**src/design/tridiagonal_solver_macros.svh**
```systemverilog
// Assertion macros shared by the solver RTL
`ifndef TRIDIAGONAL_SOLVER_MACROS_SVH
`define TRIDIAGONAL_SOLVER_MACROS_SVH

// Property must hold at every clock edge outside reset
`define TDS_ASSERT(label, prop, msg) \
  label: assert property (@(posedge clk_i) disable iff (!rst_ni) (prop)) else $error(msg);

// Antecedent implies consequent in the next cycle
`define TDS_ASSERT_NEXT(label, ante, cons, msg) \
  label: assert property (@(posedge clk_i) disable iff (!rst_ni) (ante) |=> (cons)) \
    else $error(msg);

`endif

```
**src/design/tds_ram.sv**
```systemverilog
// Generic single-port-write, registered-read RAM
module tds_ram #(
  parameter int unsigned Width = 32,
  parameter int unsigned Depth = 64
) (
  input  logic                     clk_i,
  input  logic                     we_i,
  input  logic [$clog2(Depth)-1:0] waddr_i,
  input  logic [Width-1:0]         wdata_i,
  input  logic [$clog2(Depth)-1:0] raddr_i,
  output logic [Width-1:0]         rdata_o
);
  logic [Width-1:0] mem [Depth];

  always_ff @(posedge clk_i) begin
    if (we_i) mem[waddr_i] <= wdata_i;
    rdata_o <= mem[raddr_i];
  end
endmodule

```
**config.mk**
```make
export PLATFORM = sky130hd
export DESIGN_NAME = tds_ram
export DESIGN_NICKNAME = d
export VERILOG_FILES = /design/src/design/tridiagonal_solver_macros.svh /design/src/design/tds_ram.sv
export SDC_FILE = /design/constraint.sdc
export NUM_CORES = 2
export LEC_CHECK = 0
export BUFFER_PORTS_ARGS = -buffer_cell sky130_fd_sc_hd__buf_2
export CORE_MARGIN = 4
export CORE_UTILIZATION = 55
export DETAILED_ROUTE_END_ITERATION = 10
export GPL_ROUTABILITY_DRIVEN = 0
export PLACE_DENSITY = 0.71
export SKIP_LAST_GASP = 1
export SLEW_MARGIN = 5
export SYNTH_ARGS = -nofsm -noshare
export SYNTH_HDL_FRONTEND = slang
export SYNTH_SLANG_ARGS = --single-unit
```
**constraint.sdc**
```tcl
create_clock -name clk_i -period 9.9 [get_ports clk_i]
set_input_delay 1.98 -clock clk_i [delete_from_list [all_inputs] [get_ports clk_i]]
set_output_delay 1.98 -clock clk_i [all_outputs]
set_load 0.02 [all_outputs]
```
==> results.cfg <==
[routing]
vias = 36880
totalWireLength_mm = 190.2
first_pass_iters = 5
drtIter0Drc = 4933
ant_nets = 0
avgViaCountPerCell = 6.611
drc = 0
avgRoutedWirePerCell_um = 34.10

[critical_path]
criticalPathCategory = in -> reg
path_cells = buf_8 -> buf_12 -> buf_4 -> mux4_2 -> o22ai_1 -> nor2_1 -> a21oi_1 -> nor2_1
critPathLaunchType = input port
r2r_slack_ns = 7.69
cp_max_fo = 75
reg2reg_from = mem[42][31]
cp-end-kind = register
cp_slowest_cell = mux4_2
required_ns = 10.57
cp.arrival_ns = 5.24
r2r-end = rdata_o[31]
r2r_cells = 4
cpPeakStageDelay_ns = 0.57
crit_top_cell = nor2_1

[worst_hold_path]
min_path_cells = 4
worstHoldStart = mem[28][4]
hp-class = reg -> reg
hold_end = rdata_o[4]

[place]
port_buffers = 77
dpl.cell_count = 5204
dpl_cell_area_sq_mm = 0.08170
hpwlAfterDp_mm = 96.35

[yosys]
synth_ff_type = edfxtp_1
yosysUniqueCellTypes = 34
synth_seq_cells = 2080
yosysTopAreaCellShare_pct = 78.33
seq_area_frac_synth_pct = 79.14
synth_cells = 3324
synthTopCellsByArea = edfxtp_1, mux4_2, mux2i_1, dfxtp_1, o22ai_1
synth_common_cells = edfxtp_1, mux4_2, nor2_1
async_reset_ff_share_pct = 0
synth_nets = 3370
yosys_warnings = 0
synth-edff-count = 2048
syn_avg_cell_area_sq_um = 23.62
synth_area_sq_mm = 0.07852
yosysMostFrequentCell = edfxtp_1
yosysTopAreaCell = edfxtp_1

[timing]
fin_crit_ns = 4.573
hold_viol = 0
relSlewSlack_pct = 11.86
period_share_pct = 46.19
worst_slew_pin_slew_ns = 1.315
timing.fmax_ghz = 0.2187
rsz0062_at_grt = false
tns_ns = 0
finClkSkew_ns = 0.02362
slew_violations = 0
setup-violations-final = 0

[cells_and_area]
seqCellArea_sq_mm = 0.06214
fin_nets = 3557
stdcell_area_sq_mm = 0.08787
syn2layout_area_growth_pct = 11.91
fill_cells = 9355
multi_input_area_sq_mm = 0.01597
instances_no_fill = 5578
drive_gt1_share_pct = 28.95

[global_routing]
antenna_found_initial = 10
grt_remaining_overflow = 0
grt_max_degree = 128
grt_usage_pct = 26.09
grt_pass1_vias = 36980
grt_pass1_wl_mm = 271.9

[cts]
clock_path_buffers = 3
clock_sinks = 2080
cts_tree = done
clock_latency_ns = 0.81
cts_root_buf = clkbuf_16
cts_resized = 0
cts_hold_buf = 0
h-tree-depth = 4
clkTransAtPathRegs_ns = 0.06
postCtsSetupBuffers = 0
cts_buffers = 195

[floorplanning]
die_area_sq_mm = 0.1489
die_h_um = 385.8
die_w_um = 385.8
rows = 138
core-area_sq_mm = 0.1418
ios = 78
start_util_pct = 55.39

[pwr]
peakVddDrop_mv = 0.1682
leakage_nw = 27.23
powerDensity_mw_per_mm2 = 202.6

[flow_run]
maxCapViolCount = 0

[run_status]
outcome = finished, final reports clean
## registers in the layout, indices dropped and copies added (netlist names)
register and cells:
mem 2048, rdata_o 32
## cell type report
class,count,area share (%)
flip-flops and latches,2080,70.72
multi-input cells,1062,18.18
clock buffers,269,6.183
well taps,1890,2.691
repair buffers,172,1.391
clock inverters,96,0.8117
diodes,9,0.02563
## metal layers
layer,GRT usage [%],wire length (um),up-vias
li1,-,-,14660
met4,8.528,6237,4
met1,37.95,72380,19690
met3,6.363,21540,328
met2,39.69,90020,2202
met5,0,27,-
## placed cells by master, fill, tap and decap left out, drive strengths merged, types with 3 or more instances in the layout
master / n
edfxtp: 2048
mux4: 544
clkbuf: 269
buf: 172
nor2: 137
mux2i: 93
o22ai: 84
clkinv: 78
a21oi: 62
dfxtp: 32
o221ai: 27
nand2: 26
nor2b: 15
a22oi: 12
diode: 9
a311oi: 8
nand2b: 8
bufinv: 7
nor3: 7
inv: 7
nand3b: 5
nand3: 5
or3b: 5
and3: 4
a41o: 4
o32ai: 4
clkinvlp: 4
or3: 3
or2: 3
## per-stage QoR
stage	util (%)	hold WS [ns]	setup WS [ns]	total power, mW
floorplan	-	0.6632	4.760	10.45
global placement	57.63	0.7065	4.394	10.82
detailed placement	57.63	0.7114	4.401	10.83
CTS	61.97	0.7227	5.254	17.91
global route	61.97	0.7875	5.092	18.35
finish	61.98	0.7310	5.327	17.80
## where the power goes
group | switching [mW] | total (mW) | internal (mW)
logic | 0.532 | 0.844 | 0.313
registers | 0.0447 | 9.80 | 9.75
clock network | 3.14 | 7.16 | 4.02
## worst max path at each step
stage / end / slack, ns / start
after floorplan: mem[48][0] / 4.76 / waddr_i[3]
after global placement: rdata_o[2] / 4.39 / raddr_i[0]
after detailed placement: rdata_o[2] / 4.40 / raddr_i[0]
after CTS: rdata_o[2] / 5.25 / raddr_i[0]
after global routing: rdata_o[2] / 5.09 / raddr_i[0]
final: rdata_o[2] / 5.33 / raddr_i[0]
## critical path: cells and delay by family
kind,cells,cell delay (ns)
multiplexers,1,0.57
buffers and inverters,3,1.61
AO/OA/AOI/OAI,2,0.71
AND/OR/NAND/NOR,2,0.16
## cell families (layout without fill, tap and decap cells)
| group | Yosys count | count (layout) | share of synthesized area (%) |
|---|---|---|---|
| flip-flops | 2080 | 2080 | 79.14 |
| multiplexers | 637 | 637 | 16.79 |
| other | 0 | 9 | 0 |
| AO/OA/AOI/OAI | 202 | 202 | 1.673 |
| AND/OR/NAND/NOR | 223 | 223 | 1.265 |
| buffers and inverters | 182 | 537 | 1.128 |
Note: power is estimated with default switching activity, not from simulation.
