## src/design/tridiagonal_solver_macros.svh

```systemverilog
// Assertion macros shared by the solver RTL
`ifndef TRIDIAGONAL_SOLVER_MACROS_SVH
`define TRIDIAGONAL_SOLVER_MACROS_SVH

// Property must hold at every clock edge outside reset
`define TDS_ASSERT(label, prop, msg) \
  label: assert property (@(posedge clk_i) disable iff (!rst_ni) (prop)) else $error(msg);

// Antecedent implies consequent in the next cycle
`define TDS_ASSERT_NEXT(label, ante, cons, msg) \
  label: assert property (@(posedge clk_i) disable iff (!rst_ni) (ante) |=> (cons)) \
    else $error(msg);

`endif

```

## src/design/tds_pkg.sv

```systemverilog
// Package with types, constants and arithmetic helpers for the tridiagonal solver
package tds_pkg;

  localparam int unsigned MaxRowsDef  = 64;
  localparam int unsigned FracBitsDef = 16;
  localparam int unsigned DataW       = 32;
  localparam int unsigned IdxW        = 6;

  typedef logic signed [DataW-1:0] data_t;

  typedef enum logic [3:0] {
    ST_IDLE,
    ST_FDIV,
    ST_FMUL,
    ST_FSUB,
    ST_BREAD,
    ST_BWAIT,
    ST_BMUL,
    ST_BSUB,
    ST_BDIV,
    ST_BOUT
  } state_e;

  function automatic data_t sat64(input logic signed [65:0] v);
    if (v > 66'sd2147483647) return 32'sh7fffffff;
    if (v < -66'sd2147483648) return 32'sh80000000;
    return v[DataW-1:0];
  endfunction

endpackage

```

## src/design/tds_div.sv

```systemverilog
// Iterative restoring divider: sat((num << FracBits) / den), truncated toward zero
module tds_div #(
  parameter int unsigned FracBits = 16
) (
  input  logic                 clk_i,
  input  logic                 rst_ni,
  input  logic                 start_i,
  input  tds_pkg::data_t       num_i,
  input  tds_pkg::data_t       den_i,
  output logic                 done_o,
  output tds_pkg::data_t       quot_o,
  output logic                 zero_o
);
  import tds_pkg::*;

  localparam int unsigned NumW = DataW + FracBits;
  localparam int unsigned CntW = $clog2(NumW + 1);

  logic [NumW-1:0] dvd_q, dvd_d;
  logic [DataW:0]  rem_q, rem_d;
  logic [DataW-1:0] dsr_q;
  logic            neg_q, busy_q, zero_q;
  logic [CntW-1:0] cnt_q;
  logic [DataW:0]  trial;
  logic [DataW:0]  shifted;
  logic [NumW:0]   qmag;
  logic signed [65:0] qs;

  assign shifted = {rem_q[DataW-1:0], dvd_q[NumW-1]};
  assign trial   = shifted - {1'b0, dsr_q};

  always_comb begin
    rem_d = trial[DataW] ? shifted : trial;
    dvd_d = {dvd_q[NumW-2:0], ~trial[DataW]};
  end

  always_ff @(posedge clk_i or negedge rst_ni) begin
    if (!rst_ni) begin
      busy_q <= 1'b0;
      done_o <= 1'b0;
      cnt_q  <= '0;
    end else begin
      done_o <= 1'b0;
      if (start_i) begin
        busy_q <= (den_i != '0);
        done_o <= (den_i == '0);
        cnt_q  <= CntW'(NumW);
      end else if (busy_q) begin
        cnt_q <= cnt_q - 1'b1;
        if (cnt_q == CntW'(1)) begin
          busy_q <= 1'b0;
          done_o <= 1'b1;
        end
      end
    end
  end

  always_ff @(posedge clk_i) begin
    if (start_i) begin
      dvd_q  <= {(num_i[DataW-1] ? DataW'(-num_i) : DataW'(num_i)), {FracBits{1'b0}}};
      dsr_q  <= den_i[DataW-1] ? DataW'(-den_i) : DataW'(den_i);
      rem_q  <= '0;
      neg_q  <= num_i[DataW-1] ^ den_i[DataW-1];
      zero_q <= (den_i == '0);
      quot_o <= num_i[DataW-1] ? 32'sh80000000 : 32'sh7fffffff;
    end else if (busy_q) begin
      dvd_q <= dvd_d;
      rem_q <= rem_d;
      if (cnt_q == CntW'(1)) quot_o <= sat64(qs);
    end
  end

  assign qmag = {1'b0, dvd_d};
  assign qs   = neg_q ? -$signed(66'(qmag)) : $signed(66'(qmag));
  assign zero_o = zero_q;
endmodule

```

## config.mk

```make
export PLATFORM = sky130hd
export DESIGN_NAME = tds_div
export DESIGN_NICKNAME = d
export VERILOG_FILES = /design/src/design/tridiagonal_solver_macros.svh /design/src/design/tds_pkg.sv /design/src/design/tds_div.sv
export SDC_FILE = /design/constraint.sdc
export NUM_CORES = 1
export LEC_CHECK = 0
export BUFFER_PORTS_ARGS = -buffer_cell sky130_fd_sc_hd__buf_4
export CORE_UTILIZATION = 30
export CTS_CLUSTER_DIAMETER = 40
export DETAILED_ROUTE_END_ITERATION = 10
export MAX_ROUTING_LAYER = met4
export REMOVE_ABC_BUFFERS = 1
export SLEW_MARGIN = 20
export SYNTH_ARGS = -nofsm -noshare
export SYNTH_HDL_FRONTEND = slang
export SYNTH_SLANG_ARGS = --single-unit
```

## constraint.sdc

```tcl
create_clock -name clk_i -period 5.3 [get_ports clk_i]
set_input_delay 1.06 -clock clk_i [delete_from_list [all_inputs] [get_ports clk_i]]
set_output_delay 1.06 -clock clk_i [all_outputs]
set_load 0.05 [all_outputs]
```

==> impl_metrics.py <==
metrics = {
    "clock_network": {
        "clock_path_buffers": 2,
        "cts_buffers": 17,
        "cts_tree": "built",
        "clkTransAtPathRegs_ps": 60,
        "cts_hold_buf": 0,
        "numClockSinks": 154,
        "h-tree-depth": 4,
        "clkLatencyLatePin_ps": 430,
        "cts_root_buffer": "clkbuf_16",
    },
    "drt": {
        "avgViaCountPerCell": 5.08,
        "first_iter_violations": 397,
        "firstDrtPassIters": 5,
        "routed_wl_microns": 25700,
        "ant_nets": 0,
        "vias": 8483,
        "wl_per_cell_microns": 15.4,
        "drc_errors": 0,
    },
    "logic_synthesis": {
        "synth.cell_area_sq_um": 10200,
        "ys_warn_count": 0,
        "synth-simple-area-share": 0.173,
        "syn_area_per_cell_sq_um": 9.12,
        "synth_edf_count": 98,
        "synthDistinctLibCells": 68,
        "synth_top_area_share": 0.287,
        "synth-xor-area-share": 0.108,
        "ys_seq_elements": 154,
        "synth_top_family_by_area": "compound AO/OA/AOI/OAI gates",
        "ys_seq_area_frac": 0.400,
        "yosys.area.top_type": "edfxtp_1",
        "synthAdderAreaFrac": 0.0471,
        "synth_top_flop_cell": "edfxtp_1",
        "muxShareOfSynthArea": 0.0247,
        "synth_area_leaders": "edfxtp_1 (29%), dfxtp_1 (9.4%), xor2_1 (5.5%)",
        "ys_async_sr_fraction": 0.0519,
        "synth_compound_area_frac": 0.202,
        "synthesis.instances": 1124,
    },
    "outcome": {
        "status": "finished, final reports clean",
    },
    "grt": {
        "grt_antenna_before_repair": 1,
        "grtUsageTotal": 0.150,
        "grt_pass1_wl_microns": 41600,
        "grt_pass1_vias": 8145,
        "grt-ovfl-total": 0,
        "grt_max_degree": 72,
    },
    "setup_path": {
        "worstPathRequired_ps": 5470,
        "r2r_end": "quot_o[16]$_DFFE_PP_",
        "path_max_fanout": 8,
        "r2r-start": "dsr_q[17]$_DFFE_PP_",
        "critPathLaunchType": "flop",
        "setup.worst_path.class": "reg2reg",
        "r2r_cells": 21,
        "r2r_slack_ps": 320,
        "cp-end-kind": "flop",
        "cp_data_arrival_time_ps": 5150,
    },
    "sta": {
        "skew_ps": 9.49,
        "hold_viol": 0,
        "hold_slack_ps": 444,
        "setup_viol": 0,
        "max-slew-margin-rel": 0.395,
        "fin_crit_sh": 0.939,
        "clock.fmax_mhz": 201,
        "slew_violations": 0,
        "layout_min_cycle_time_ps": 4980,
        "setup_ws_ps": 323,
        "worstMarginPinSlew_ps": 884,
    },
    "floorplanning": {
        "dieArea_sq_um": 34900,
        "die_w_microns": 187,
        "die_h_microns": 187,
        "core_sq_um": 33500,
        "ios": 101,
        "initial_core_util": 0.306,
        "rows": 67,
    },
    "final_layout": {
        "drive_above_1_share": 0.170,
        "nNetsFinal": 1313,
        "fin_cells": 1670,
        "fin_area_sq_um": 12300,
        "area_delta_synth_final_pct": 19.6,
    },
    "hold_path": {
        "hold_path_class": "in2async",
    },
    "placed_design": {
        "placed_area_sq_um": 11500,
        "dpl.hpwl_microns": 18200,
        "post-place-ws_ps": 130,
        "place.gp.congestion": 0.871,
        "port_buffers": 100,
        "dpl.cell_count": 1633,
    },
    "pwr": {
        "leakage_nw": 4.88,
        "p_total_w": 0.00486,
        "p_per_area_nw_per_um2": 396,
        "irDropWorstVdd_uv": 234,
    },
    "flow_run": {
        "drv_cap": 0,
    },
}
==> report_power, final <==
part / leakage [nW] / internal [W] / switching (W)
Sequential: 1.48 / 0.00148 / 0.000156
Combinational: 3.09 / 0.000761 / 0.00115
Clock: 0.309 / 0.000799 / 0.000518
Total: 4.88 / 0.00303 / 0.00182
==> area by class of cell <==
type	count	area, sq um
flip-flops and latches	154	4110
inverters	52	195
multi-input cells	856	5740
diodes	1	2.50
clock buffers	20	478
clock inverters	12	159
fillers	3401	21300
repair buffers	127	1020
well taps	448	561
==> timing repair <==
action | in CTS | in global routing
gates resized for setup | 0 | 9
buffers inserted | 0 | 1
endpoints found under the setup margin | 0 | 31
==> worst max-delay path, stage by stage, from the launching register on <==
cell and delay, ps:
edfxtp_1 320, inv_1 40, ha_1 320, a21o_1 240
a311oi_1 380, o211ai_1 150, a221o_1 350, a21oi_2 200
xnor2_2 90, inv_1 80, ha_1 190, nand3_1 140
or4_4 500, o21ai_1 130, or3b_1 360, a211oi_1 250
nand3_1 100, a2111o_1 340, o21ai_4 160, buf_12 140
clkbuf_16 160, a21oi_1 60
==> synthesized netlist by cell type, types with 20 or more instances <==
| library cell | instances |
|---|---|
| mux2i_1 | 23 |
| ha_1 | 37 |
| a21oi_1 | 52 |
| xnor2_1 | 62 |
| or3_1 | 30 |
| dfxtp_1 | 48 |
| nor2_1 | 78 |
| nand2_1 | 130 |
| inv_1 | 51 |
| o21ai_0 | 86 |
| a21o_1 | 21 |
| o31ai_1 | 29 |
| a21oi_2 | 20 |
| a311oi_1 | 22 |
| xor2_1 | 64 |
| nor3_1 | 20 |
| edfxtp_1 | 98 |
| clkbuf_1 | 44 |
==> cells by family (layout without fill, tap and decap cells) <==
logic type | after synthesis | in the layout
xor gates and xnor gates | 126 | 126
muxes | 25 | 25
buffers and inverters | 114 | 211
adders and majority gates | 38 | 38
AOI/OAI and AO/OA | 306 | 306
and+or+nand+nor | 361 | 361
DFF | 154 | 154
other | 0 | 1
==> per-layer routing <==
metal | GRT usage | up-vias | part of all wire
met1 | 0.191 | 4041 | 0.48
met5 | - | - | 0
met2 | 0.249 | 134 | 0.48
met4 | 0.0495 | 0 | 0.019
met3 | 0.0163 | 25 | 0.023
li1 | - | 4283 | -
==> cells in the final DEF, fill, tap and decap left out, types with 10 or more instances in the layout <==
| master | instances |
|---|---|
| a21oi_1 | 50 |
| a21oi_2 | 22 |
| or4_1 | 13 |
| a211oi_1 | 10 |
| mux2i_1 | 23 |
| xnor2_1 | 61 |
| edfxtp_1 | 98 |
| nand2_1 | 130 |
| o21ai_0 | 84 |
| clkbuf_16 | 20 |
| xor2_1 | 64 |
| nor3_1 | 20 |
| inv_1 | 51 |
| nor4_1 | 11 |
| nand3_1 | 13 |
| o41ai_1 | 12 |
| ha_1 | 37 |
| or3_1 | 30 |
| nor2_1 | 77 |
| buf_4 | 122 |
| nand2b_1 | 12 |
| a311oi_1 | 22 |
| o31ai_1 | 28 |
| a21o_1 | 21 |
| dfxtp_1 | 48 |
==> state kept, by name (all words and copies together) (netlist names) <==
register,flops
done_o,1
dvd_q,48
cnt_q,6
neg_q,1
dsr_q,32
quot_o,32
rem_q,32
busy_q,1
zero_o,1
==> worst max-delay path by stage <==
stage | end | from | cells after the start
final | quot_o[16]$_DFFE_PP_ | dsr_q[17]$_DFFE_PP_ | 21
after global routing | quot_o[0]$_DFFE_PP_ | dsr_q[19]$_DFFE_PP_ | 23
after CTS | quot_o[0]$_DFFE_PP_ | dvd_q[47]$_DFFE_PP_ | 23
after detailed placement | quot_o[14]$_DFFE_PP_ | dvd_q[47]$_DFFE_PP_ | 23
after global placement | quot_o[0]$_DFFE_PP_ | dvd_q[47]$_DFFE_PP_ | 23
after floorplan | quot_o[0]$_DFFE_PP_ | dvd_q[47]$_DFFE_PP_ | 20
==> stage by stage <==
step / TNS (ps) / utilization
final: 0 / 0.366
after global routing: -39.7 / 0.366
after CTS: 0 / 0.362
after detailed placement: 0 / 0.343
after global placement: 0 / 0.343
after floorplan: -63920 / -
No activity file was read; power rests on OpenSTA's default activity.
